### src/hw/rtl/shwf_pkg.sv
// Package for the sample history window filter: sizes, command codes and the
// structs passed between the control, store and divider modules.
// No dependencies.
package shwf_pkg;

    localparam int DEPTH    = 32;
    localparam int ADDR_W   = $clog2(DEPTH);
    localparam int CNT_W    = ADDR_W + 1;
    localparam int SAMPLE_W = 16;
    localparam int WIN_W    = 6;
    localparam int TERM_W   = 2 * SAMPLE_W;
    localparam int ACC_W    = TERM_W + ADDR_W;
    localparam int DIV_W    = SAMPLE_W + ADDR_W;
    localparam int FRAC_W   = 15;
    localparam int PADDR_W  = 3;

    localparam logic [2:0] CMD_PUSH     = 3'd0;
    localparam logic [2:0] CMD_READ     = 3'd1;
    localparam logic [2:0] CMD_FLUSH    = 3'd2;
    localparam logic [2:0] CMD_MEAN     = 3'd3;
    localparam logic [2:0] CMD_WEIGHTED = 3'd4;
    localparam logic [2:0] CMD_LOAD_WGT = 3'd5;

    localparam logic REG_WINDOW_LEN = 1'b0;
    localparam logic [WIN_W-1:0] WINDOW_LEN_RESET = WIN_W'(32);

    typedef struct packed {
        logic                       samp_we;
        logic [ADDR_W-1:0]          samp_waddr;
        logic signed [SAMPLE_W-1:0] samp_wdata;
        logic                       samp_re;
        logic [ADDR_W-1:0]          samp_raddr;
        logic                       wgt_we;
        logic [ADDR_W-1:0]          wgt_waddr;
        logic signed [SAMPLE_W-1:0] wgt_wdata;
        logic                       wgt_re;
        logic [ADDR_W-1:0]          wgt_raddr;
    } mem_req_t;

    typedef struct packed {
        logic             start;
        logic [DIV_W-1:0] dividend;
        logic [CNT_W-1:0] divisor;
    } div_req_t;

endpackage

### src/hw/rtl/shwf_regs.sv
// APB configuration register for the window length.
// Depends on shwf_pkg.
module shwf_regs (
    input  logic                            clk,
    input  logic                            rst_n,
    input  logic                            psel,
    input  logic                            penable,
    input  logic                            pwrite,
    input  logic [shwf_pkg::PADDR_W-1:0]    paddr,
    input  logic [31:0]                     pwdata,
    output logic [31:0]                     prdata,
    output logic                            pready,
    output logic [shwf_pkg::WIN_W-1:0]      window_len
);
    import shwf_pkg::*;

    logic [WIN_W-1:0] window_len_reg;
    logic [WIN_W-1:0] window_len_next;
    logic             wr_en;

    assign pready = 1'b1;
    assign wr_en  = psel && penable && pwrite && (paddr[PADDR_W-1] == REG_WINDOW_LEN);

    always_comb
    begin
        window_len_next = window_len_reg;
        if (wr_en)
        begin
            window_len_next = pwdata[WIN_W-1:0];
        end
    end

    always_ff @(posedge clk or negedge rst_n)
    begin
        if (!rst_n)
        begin
            window_len_reg <= WINDOW_LEN_RESET;
        end
        else
        begin
            window_len_reg <= window_len_next;
        end
    end

    always_comb
    begin
        prdata = '0;
        if (paddr[PADDR_W-1] == REG_WINDOW_LEN)
        begin
            prdata = {{(32 - WIN_W){1'b0}}, window_len_reg};
        end
    end

    assign window_len = window_len_reg;

endmodule

### src/hw/rtl/shwf_store.sv
// Sample history memory and weight memory, each with a registered read port.
// Weight entries carry valid bits so that unwritten slots read as zero.
// Depends on shwf_pkg.
module shwf_store (
    input  logic                               clk,
    input  logic                               rst_n,
    input  shwf_pkg::mem_req_t                 req,
    output logic signed [shwf_pkg::SAMPLE_W-1:0] samp_rdata,
    output logic signed [shwf_pkg::SAMPLE_W-1:0] wgt_rdata
);
    import shwf_pkg::*;

    logic signed [SAMPLE_W-1:0] samp_mem [DEPTH];
    logic signed [SAMPLE_W-1:0] wgt_mem [DEPTH];
    logic [DEPTH-1:0]           wgt_valid_reg;
    logic [DEPTH-1:0]           wgt_valid_next;
    logic signed [SAMPLE_W-1:0] samp_rdata_reg;
    logic signed [SAMPLE_W-1:0] wgt_rdata_reg;
    logic                       wgt_hit_reg;

    always_ff @(posedge clk)
    begin
        if (req.samp_we)
        begin
            samp_mem[req.samp_waddr] <= req.samp_wdata;
        end
        if (req.samp_re)
        begin
            samp_rdata_reg <= samp_mem[req.samp_raddr];
        end
    end

    always_ff @(posedge clk)
    begin
        if (req.wgt_we)
        begin
            wgt_mem[req.wgt_waddr] <= req.wgt_wdata;
        end
        if (req.wgt_re)
        begin
            wgt_rdata_reg <= wgt_mem[req.wgt_raddr];
            wgt_hit_reg   <= wgt_valid_reg[req.wgt_raddr];
        end
    end

    always_comb
    begin
        wgt_valid_next = wgt_valid_reg;
        if (req.wgt_we)
        begin
            wgt_valid_next[req.wgt_waddr] = 1'b1;
        end
    end

    always_ff @(posedge clk or negedge rst_n)
    begin
        if (!rst_n)
        begin
            wgt_valid_reg <= '0;
        end
        else
        begin
            wgt_valid_reg <= wgt_valid_next;
        end
    end

    assign samp_rdata = samp_rdata_reg;
    assign wgt_rdata  = wgt_hit_reg ? wgt_rdata_reg : '0;

endmodule

### src/hw/rtl/shwf_div.sv
// Restoring divider, one quotient bit per cycle, for the filter normalization.
// Depends on shwf_pkg.
module shwf_div (
    input  logic                         clk,
    input  logic                         rst_n,
    input  shwf_pkg::div_req_t           req,
    output logic                         done,
    output logic [shwf_pkg::DIV_W-1:0]   quotient
);
    import shwf_pkg::*;

    localparam int STEP_W = $clog2(DIV_W + 1);

    logic [STEP_W-1:0] step_reg;
    logic [STEP_W-1:0] step_next;
    logic              done_reg;
    logic              done_next;
    logic [CNT_W-1:0]  rem_reg;
    logic [CNT_W-1:0]  rem_next;
    logic [DIV_W-1:0]  quo_reg;
    logic [DIV_W-1:0]  quo_next;
    logic [CNT_W-1:0]  divisor_reg;
    logic [CNT_W-1:0]  divisor_next;
    logic [CNT_W:0]    partial;
    logic              bit_q;

    always_comb
    begin
        partial      = {rem_reg, quo_reg[DIV_W-1]};
        bit_q        = (partial >= {1'b0, divisor_reg});
        step_next    = step_reg;
        done_next    = 1'b0;
        rem_next     = rem_reg;
        quo_next     = quo_reg;
        divisor_next = divisor_reg;
        if (req.start)
        begin
            step_next    = STEP_W'(DIV_W);
            rem_next     = '0;
            quo_next     = req.dividend;
            divisor_next = req.divisor;
        end
        else if (step_reg != '0)
        begin
            step_next = step_reg - 1'b1;
            done_next = (step_reg == STEP_W'(1));
            if (bit_q)
            begin
                rem_next = CNT_W'(partial - {1'b0, divisor_reg});
            end
            else
            begin
                rem_next = partial[CNT_W-1:0];
            end
            quo_next = {quo_reg[DIV_W-2:0], bit_q};
        end
    end

    always_ff @(posedge clk or negedge rst_n)
    begin
        if (!rst_n)
        begin
            step_reg <= '0;
            done_reg <= 1'b0;
        end
        else
        begin
            step_reg <= step_next;
            done_reg <= done_next;
        end
    end

    always_ff @(posedge clk)
    begin
        rem_reg     <= rem_next;
        quo_reg     <= quo_next;
        divisor_reg <= divisor_next;
    end

    assign done     = done_reg;
    assign quotient = quo_reg;

endmodule

### src/hw/rtl/sample_history_window_filter_unit.sv
// Top level of the sample history window filter: command sequencer,
// accumulator and output register. Depends on shwf_pkg, shwf_regs,
// shwf_store and shwf_div.
//
//  channel  signals                                   direction
//  input    in_valid/in_ready, cmd, value, offset,    in
//           weight_index
//  output   out_valid/out_ready, sample_out,          out
//           filter_out, fill_count, status
//  config   psel, penable, pwrite, paddr, pwdata,     in / out
//           prdata, pready
//
// Push, flush, load weight and unused codes pass through the execute and finish states;
// a read back adds a read wait state, except when the offset is out of range.
// The filter commands read one sample a cycle from the history memory for the n samples
// of the window in use, then wait on the bit-serial divider before the finish state.
// Reset clears the history, the fill count and all weights; no clearing pass is needed.
// A new word is taken while the previous result waits in the output register.
module sample_history_window_filter_unit (
    input  logic                              clk,
    input  logic                              rst_n,
    input  logic                              in_valid,
    output logic                              in_ready,
    input  logic [2:0]                        cmd,
    input  logic signed [15:0]                value,
    input  logic [5:0]                        offset,
    input  logic [4:0]                        weight_index,
    output logic                              out_valid,
    input  logic                              out_ready,
    output logic signed [15:0]                sample_out,
    output logic signed [15:0]                filter_out,
    output logic [5:0]                        fill_count,
    output logic                              status,
    input  logic                              psel,
    input  logic                              penable,
    input  logic                              pwrite,
    input  logic [shwf_pkg::PADDR_W-1:0]      paddr,
    input  logic [31:0]                       pwdata,
    output logic [31:0]                       prdata,
    output logic                              pready
);
    import shwf_pkg::*;

    localparam logic [2:0] S_IDLE   = 3'd0;
    localparam logic [2:0] S_EXEC   = 3'd1;
    localparam logic [2:0] S_RDWAIT = 3'd2;
    localparam logic [2:0] S_ACC    = 3'd3;
    localparam logic [2:0] S_DIV    = 3'd4;
    localparam logic [2:0] S_FINISH = 3'd5;

    localparam logic signed [SAMPLE_W-1:0] SAT_HI = {1'b0, {(SAMPLE_W-1){1'b1}}};
    localparam logic signed [SAMPLE_W-1:0] SAT_LO = {1'b1, {(SAMPLE_W-1){1'b0}}};

    logic [2:0]                 state_reg, state_next;
    logic [CNT_W-1:0]           count_reg, count_next;
    logic [ADDR_W-1:0]          wr_reg, wr_next;
    logic [CNT_W-1:0]           issue_reg, issue_next;
    logic                       rd_vld_reg, rd_vld_next;
    logic                       term_vld_reg, term_vld_next;
    logic                       out_valid_reg, out_valid_next;

    logic [2:0]                 cmd_reg, cmd_next;
    logic signed [SAMPLE_W-1:0] value_reg, value_next;
    logic [5:0]                 offset_reg, offset_next;
    logic [ADDR_W-1:0]          widx_reg, widx_next;
    logic [CNT_W-1:0]           n_reg, n_next;
    logic signed [TERM_W-1:0]   term_reg, term_next;
    logic signed [ACC_W-1:0]    acc_reg, acc_next;
    logic                       neg_reg, neg_next;
    logic signed [SAMPLE_W-1:0] res_sample_reg, res_sample_next;
    logic signed [SAMPLE_W-1:0] res_filter_reg, res_filter_next;
    logic                       res_status_reg, res_status_next;
    logic signed [SAMPLE_W-1:0] sample_out_reg, sample_out_next;
    logic signed [SAMPLE_W-1:0] filter_out_reg, filter_out_next;
    logic [CNT_W-1:0]           fill_count_reg, fill_count_next;
    logic                       status_reg, status_next;

    logic [WIN_W-1:0]           window_len;
    mem_req_t                   mem_req;
    div_req_t                   div_req;
    logic signed [SAMPLE_W-1:0] samp_rdata;
    logic signed [SAMPLE_W-1:0] wgt_rdata;
    logic                       div_done;
    logic [DIV_W-1:0]           quotient;

    logic [CNT_W-1:0]           count_push;
    logic [WIN_W-1:0]           win_eff;
    logic [ACC_W-1:0]           acc_mag;
    logic                       accept_in;
    logic                       is_filter;

    shwf_regs u_regs (
        .clk        (clk),
        .rst_n      (rst_n),
        .psel       (psel),
        .penable    (penable),
        .pwrite     (pwrite),
        .paddr      (paddr),
        .pwdata     (pwdata),
        .prdata     (prdata),
        .pready     (pready),
        .window_len (window_len)
    );

    shwf_store u_store (
        .clk        (clk),
        .rst_n      (rst_n),
        .req        (mem_req),
        .samp_rdata (samp_rdata),
        .wgt_rdata  (wgt_rdata)
    );

    shwf_div u_div (
        .clk      (clk),
        .rst_n    (rst_n),
        .req      (div_req),
        .done     (div_done),
        .quotient (quotient)
    );

    assign accept_in = in_valid && (state_reg == S_IDLE);
    assign is_filter = (cmd_reg == CMD_MEAN) || (cmd_reg == CMD_WEIGHTED);
    assign count_push = (count_reg == CNT_W'(DEPTH)) ? count_reg : count_reg + 1'b1;
    assign win_eff    = (window_len == '0) ? WIN_W'(1) : window_len;
    assign acc_mag    = acc_reg[ACC_W-1] ? ACC_W'(-acc_reg) : ACC_W'(acc_reg);

    always_comb
    begin
        state_next      = state_reg;
        count_next      = count_reg;
        wr_next         = wr_reg;
        issue_next      = issue_reg;
        rd_vld_next     = 1'b0;
        term_vld_next   = rd_vld_reg;
        out_valid_next  = out_valid_reg;
        cmd_next        = cmd_reg;
        value_next      = value_reg;
        offset_next     = offset_reg;
        widx_next       = widx_reg;
        n_next          = n_reg;
        term_next       = term_reg;
        acc_next        = acc_reg;
        neg_next        = neg_reg;
        res_sample_next = res_sample_reg;
        res_filter_next = res_filter_reg;
        res_status_next = res_status_reg;
        sample_out_next = sample_out_reg;
        filter_out_next = filter_out_reg;
        fill_count_next = fill_count_reg;
        status_next     = status_reg;
        mem_req         = '0;
        div_req         = '0;

        if (out_valid_reg && out_ready)
        begin
            out_valid_next = 1'b0;
        end

        if (rd_vld_reg)
        begin
            if (cmd_reg == CMD_MEAN)
            begin
                term_next = TERM_W'(samp_rdata);
            end
            else
            begin
                term_next = samp_rdata * wgt_rdata;
            end
        end
        if (term_vld_reg)
        begin
            acc_next = acc_reg + ACC_W'(term_reg);
        end

        case (state_reg)
            S_IDLE:
            begin
                if (accept_in)
                begin
                    cmd_next    = cmd;
                    value_next  = value;
                    offset_next = offset;
                    widx_next   = weight_index;
                    state_next  = S_EXEC;
                end
            end
            S_EXEC:
            begin
                res_sample_next = '0;
                res_filter_next = '0;
                res_status_next = 1'b0;
                state_next      = S_FINISH;
                acc_next        = '0;
                issue_next      = '0;
                case (cmd_reg)
                    CMD_PUSH, CMD_MEAN, CMD_WEIGHTED:
                    begin
                        mem_req.samp_we    = 1'b1;
                        mem_req.samp_waddr = wr_reg;
                        mem_req.samp_wdata = value_reg;
                        wr_next            = wr_reg + 1'b1;
                        count_next         = count_push;
                        if (is_filter)
                        begin
                            if (CNT_W'(win_eff) > count_push)
                            begin
                                n_next = count_push;
                            end
                            else
                            begin
                                n_next = CNT_W'(win_eff);
                            end
                            state_next = S_ACC;
                        end
                    end
                    CMD_READ:
                    begin
                        if ((offset_reg == '0) || (CNT_W'(offset_reg) > count_reg))
                        begin
                            res_status_next = 1'b1;
                        end
                        else
                        begin
                            mem_req.samp_re    = 1'b1;
                            mem_req.samp_raddr = wr_reg - offset_reg[ADDR_W-1:0];
                            state_next         = S_RDWAIT;
                        end
                    end
                    CMD_FLUSH:
                    begin
                        count_next = '0;
                        wr_next    = '0;
                    end
                    CMD_LOAD_WGT:
                    begin
                        mem_req.wgt_we    = 1'b1;
                        mem_req.wgt_waddr = widx_reg;
                        mem_req.wgt_wdata = value_reg;
                    end
                    default:
                    begin
                    end
                endcase
            end
            S_RDWAIT:
            begin
                res_sample_next = samp_rdata;
                state_next      = S_FINISH;
            end
            S_ACC:
            begin
                if (issue_reg < n_reg)
                begin
                    mem_req.samp_re    = 1'b1;
                    mem_req.samp_raddr = wr_reg - issue_reg[ADDR_W-1:0] - 1'b1;
                    mem_req.wgt_re     = 1'b1;
                    mem_req.wgt_raddr  = issue_reg[ADDR_W-1:0];
                    issue_next         = issue_reg + 1'b1;
                    rd_vld_next        = 1'b1;
                end
                else if (!rd_vld_reg && !term_vld_reg)
                begin
                    div_req.start   = 1'b1;
                    div_req.divisor = n_reg;
                    if (cmd_reg == CMD_MEAN)
                    begin
                        div_req.dividend = acc_mag[DIV_W-1:0];
                    end
                    else
                    begin
                        div_req.dividend = acc_mag[FRAC_W +: DIV_W];
                    end
                    neg_next   = acc_reg[ACC_W-1];
                    state_next = S_DIV;
                end
            end
            S_DIV:
            begin
                if (div_done)
                begin
                    if (neg_reg)
                    begin
                        if (quotient > DIV_W'(unsigned'(SAT_LO)))
                        begin
                            res_filter_next = SAT_LO;
                        end
                        else
                        begin
                            res_filter_next = -$signed(quotient[SAMPLE_W-1:0]);
                        end
                    end
                    else
                    begin
                        if (quotient > DIV_W'(unsigned'(SAT_HI)))
                        begin
                            res_filter_next = SAT_HI;
                        end
                        else
                        begin
                            res_filter_next = $signed(quotient[SAMPLE_W-1:0]);
                        end
                    end
                    state_next = S_FINISH;
                end
            end
            S_FINISH:
            begin
                if (!out_valid_reg || out_ready)
                begin
                    out_valid_next  = 1'b1;
                    sample_out_next = res_sample_reg;
                    filter_out_next = res_filter_reg;
                    fill_count_next = count_reg;
                    status_next     = res_status_reg;
                    state_next      = S_IDLE;
                end
            end
            default:
            begin
                state_next = S_IDLE;
            end
        endcase
    end

    always_ff @(posedge clk or negedge rst_n)
    begin
        if (!rst_n)
        begin
            state_reg     <= S_IDLE;
            count_reg     <= '0;
            wr_reg        <= '0;
            issue_reg     <= '0;
            rd_vld_reg    <= 1'b0;
            term_vld_reg  <= 1'b0;
            out_valid_reg <= 1'b0;
        end
        else
        begin
            state_reg     <= state_next;
            count_reg     <= count_next;
            wr_reg        <= wr_next;
            issue_reg     <= issue_next;
            rd_vld_reg    <= rd_vld_next;
            term_vld_reg  <= term_vld_next;
            out_valid_reg <= out_valid_next;
        end
    end

    always_ff @(posedge clk)
    begin
        cmd_reg        <= cmd_next;
        value_reg      <= value_next;
        offset_reg     <= offset_next;
        widx_reg       <= widx_next;
        n_reg          <= n_next;
        term_reg       <= term_next;
        acc_reg        <= acc_next;
        neg_reg        <= neg_next;
        res_sample_reg <= res_sample_next;
        res_filter_reg <= res_filter_next;
        res_status_reg <= res_status_next;
        sample_out_reg <= sample_out_next;
        filter_out_reg <= filter_out_next;
        fill_count_reg <= fill_count_next;
        status_reg     <= status_next;
    end

    assign in_ready   = (state_reg == S_IDLE);
    assign out_valid  = out_valid_reg;
    assign sample_out = sample_out_reg;
    assign filter_out = filter_out_reg;
    assign fill_count = fill_count_reg;
    assign status     = status_reg;

endmodule

### config.mk
export PLATFORM = sky130hd
export DESIGN_NAME = sample_history_window_filter_unit
export DESIGN_NICKNAME = d
export VERILOG_FILES = /design/src/hw/rtl/shwf_pkg.sv /design/src/hw/rtl/shwf_regs.sv /design/src/hw/rtl/shwf_store.sv /design/src/hw/rtl/shwf_div.sv /design/src/hw/rtl/sample_history_window_filter_unit.sv
export SDC_FILE = /design/constraint.sdc
export NUM_CORES = 2
export LEC_CHECK = 0
export ABC_AREA = 1
export BUFFER_PORTS_ARGS = -buffer_cell sky130_fd_sc_hd__buf_4
export CORE_ASPECT_RATIO = 2
export CORE_MARGIN = 4
export CORE_UTILIZATION = 29
export CTS_BUF_LIST = sky130_fd_sc_hd__clkbuf_4 sky130_fd_sc_hd__clkbuf_8
export DETAILED_ROUTE_END_ITERATION = 8
export GPL_TIMING_DRIVEN = 0
export HOLD_SLACK_MARGIN = 0.12
export SLEW_MARGIN = 10
export SYNTH_ARGS = -nofsm -noshare
export SYNTH_HDL_FRONTEND = slang
export SYNTH_HIERARCHICAL = 1
export SYNTH_SLANG_ARGS = --single-unit
### constraint.sdc
create_clock -name clk -period 8 [get_ports clk]
set_input_delay 1.6 -clock clk [delete_from_list [all_inputs] [get_ports clk]]
set_output_delay 1.6 -clock clk [all_outputs]
set_load 0.01 [all_outputs]
==> results.toml <==
[run_status]
status = "completed"

[power]
comb_power_share_pct = 51.5
p_switching_mw = 14.4
swShare_pct = 46.0
p_total_mw = 31.3
vdd_drop_max_uv = 494
clock_power_share_pct = 18.8
p_seq_share_pct = 29.6
leakage_nw = 34.4
intPower_mw = 16.9
power_density_nw_per_um2 = 386

[clock_tree]
clock-root-buffer = "clkbuf_8"
numClockSinks = 1335
h-tree-depth = 4
numCtsBuffers = 189
insertion_delay_ns = 0.96
cts_tree = "yes"
clk_pin_slew_ns = 0.08
ctsHoldBuffers = 0
cts_buffer_depth = 4

[worst_setup_path]
r2r_end = "term_reg[31]"
crit_end = "term_reg[31]"
r2r_cells = 26
cp-start-kind = "register"
path_class = "register to register"
crit_arrival_ns = 8.24
rrSetupSlack_ns = 0.35
cp_max_fo = 10
rr_startpoint = "u_store/wgt_hit_reg"
end_kind = "register"
cp-startpoint = "u_store/wgt_hit_reg"
required_ns = 8.59

[timing]
tightest_slew_ns = 1.24
fin_ws_ns = 0.346
slew_headroom_pct = 17.4
rsz0062_at_grt = "no"
period_needed_ns = 7.65
timing.fmax_ghz = 0.131
final_max_slew_viol_count = 0
clock_skew_ns = 0.121
hold_violations = 0
setup_viol = 0
timing.final.crit_share_pct = 95.7
hold_ws_ns = 0.397

[drt]
wl_per_cell_um = 23.3
routed.top_layer = "met4"
drtIter0Drc = 3831
drc = 0
ant_nets = 0
wl_met1_mm = 79.7
wl_met3_mm = 11.7
vias_per_cell = 4.83
dr_wl_met2_mm = 136
wirelength_mm = 256
firstDrtPassIters = 6
num_vias = 53100

[grt]
gr-usage-all-layers_pct = 19.9
overflow = 0
grt_pass1_wl_mm = 364
grt_max_degree = 68
grt_pass1_vias = 54700
antenna_found_initial = 4

[synth]
synth_edf_count = 1225
synth_top_area_share_pct = 52.3
ys_ff_latch = 1335
syn_area_um2 = 70400
avgSynthCellArea_um2 = 9.72
synth_ff_type = "edfxtp_1"
synth_warnings = 6
ys_seq_area_share_pct = 55.9
yosysUniqueCellTypes = 59
syn_inst = 7242
async_reset_ff_share_pct = 5.02
synth_area_leaders = "edfxtp_1 (52%), nand2_1 (12%), fa_1 (7.6%), nand3_1 (7.0%), inv_1 (4.4%)"
yosys.area.top_type = "edfxtp_1"

[placement]
globalplace.congestion = 1.02
post-place-cells = 10700
preCtsSetupSlack_ns = -0.140
hpwl_mm = 201
io_buffers = 90

[floorplanning]
start_util_pct = 29.2
io_pins = 146
fp-row-count = 255
die_y_um = 705
dieArea_um2 = 251000
core_area_um2 = 241000
chipWidth_um = 356

[finish]
finalNonFillerCells = 11000
layout_commonest_cell = "nand2_1"
fill_cells = 24600
drive_gt1_share_pct = 11.2
layout_common_cells = "nand2_1 (2308), edfxtp_1 (1225), nand3_1 (980), inv_1 (821), fa_1 (265)"
finish.net_count = 8130
syn2layout_area_growth_pct = 15.4

[worst_hold_path]
hp-class = "register to register"

[job]
maxCapViolations = 0
[per-layer routing]
layer  up-vias  global-route usage [%]
li1      24500                       -
met1     25800                    18.1
met2      2005                    37.6
met3       862                    2.49
met4         0                    18.4
met5         -                       0
[how the worst min path moves through the flow]
stage / from / endpoint / slack [ns] / cells after the start
2_1_floorplan: res_filter_reg[0] / filter_out[0] / 0.40 / 0
3_3_place_gp: res_filter_reg[4] / filter_out[4] / 0.40 / 0
3_5_place_dp: res_sample_reg[2] / sample_out[2] / 0.40 / 0
4_1_cts: count_reg[4] / fill_count[4] / 0.38 / 0
5_1_grt: count_reg[4] / fill_count[4] / 0.43 / 0
6_report: count_reg[4] / fill_count[4] / 0.40 / 0
[power by group through the flow]
stage	logic, mW	clock network [mW]	registers, mW
final	16.1	5.91	9.29
after global routing	18.0	6.30	9.31
after CTS	16.2	6.04	9.28
after detailed placement	16.1	0	9.42
after global placement	15.8	0	9.44
after floorplan	10.4	0	9.11
[cells in the mapped netlist (43+ instances only)]
cell,n
inv_1,821
ha_1,159
xor2_1,47
o21ai_0,151
buf_2,125
edfxtp_1,1225
a21oi_1,135
fa_1,266
nor2_1,357
clkbuf_1,147
dfrtp_1,66
buf_4,48
dfxtp_1,43
nand2_1,2308
nand3_1,980
[cell type report]
cell class	instances	area [µm²]	area share [%]
antenna	6	15.0	0.0185
buffer	356	1710	2.11
clock buffer	246	3090	3.81
clock inverter	88	977	1.20
inverter	840	3160	3.89
multi-input combinational	4729	26600	32.8
sequential	1335	39300	48.4
tap	3212	4020	4.95
timing repair buffer	182	2280	2.80
[repair_timing]
item,CTS,global route
setup buffers,0,0
resized for setup,2,15
cloned,0,0
setup endpoints to repair,5,17
[worst max-delay path, stage by stage (launching register included)]
cell	delay [ns]
edfxtp_1	0.32
clkbuf_1	0.26
clkbuf_1	0.38
nand2_1	0.11
inv_1	0.07
clkbuf_1	0.42
clkbuf_1	0.54
nand2_1	0.14
fa_1	0.51
inv_1	0.05
fa_1	0.52
fa_1	0.54
fa_1	0.54
fa_1	0.56
inv_1	0.06
fa_1	0.55
inv_1	0.06
ha_1	0.41
a21oi_1	0.29
o21ai_0	0.18
a21oi_1	0.25
o21a_1	0.14
nand2_1	0.13
inv_1	0.10
nand2_1	0.06
nand3_1	0.08
nand2_1	0.07
[stage by stage]
stage	utilization [%]	TNS, ns	instance area (µm²)
2_1_floorplan	-	0	70500
3_3_place_gp	31.2	-0.360	75100
3_5_place_dp	32.0	-0.303	77200
4_1_cts	33.7	0	81200
5_1_grt	33.7	0	81200
6_report	33.7	0	81200
[logic make-up (layout without fill, tap and decap cells)]
group | after synthesis | after routing | synth area share, %
AOI/OAI and AO/OA | 387 | 387 | 3.04
xor gates and xnor gates | 63 | 63 | 0.784
adders and majority gates | 425 | 425 | 10.4
DFF | 1335 | 1335 | 55.9
other | 2 | 33 | 0.0107
and+or+nand+nor | 3827 | 3827 | 22.9
buffers and inverters | 1203 | 1712 | 6.95
Power figures use the tool's default switching activity.
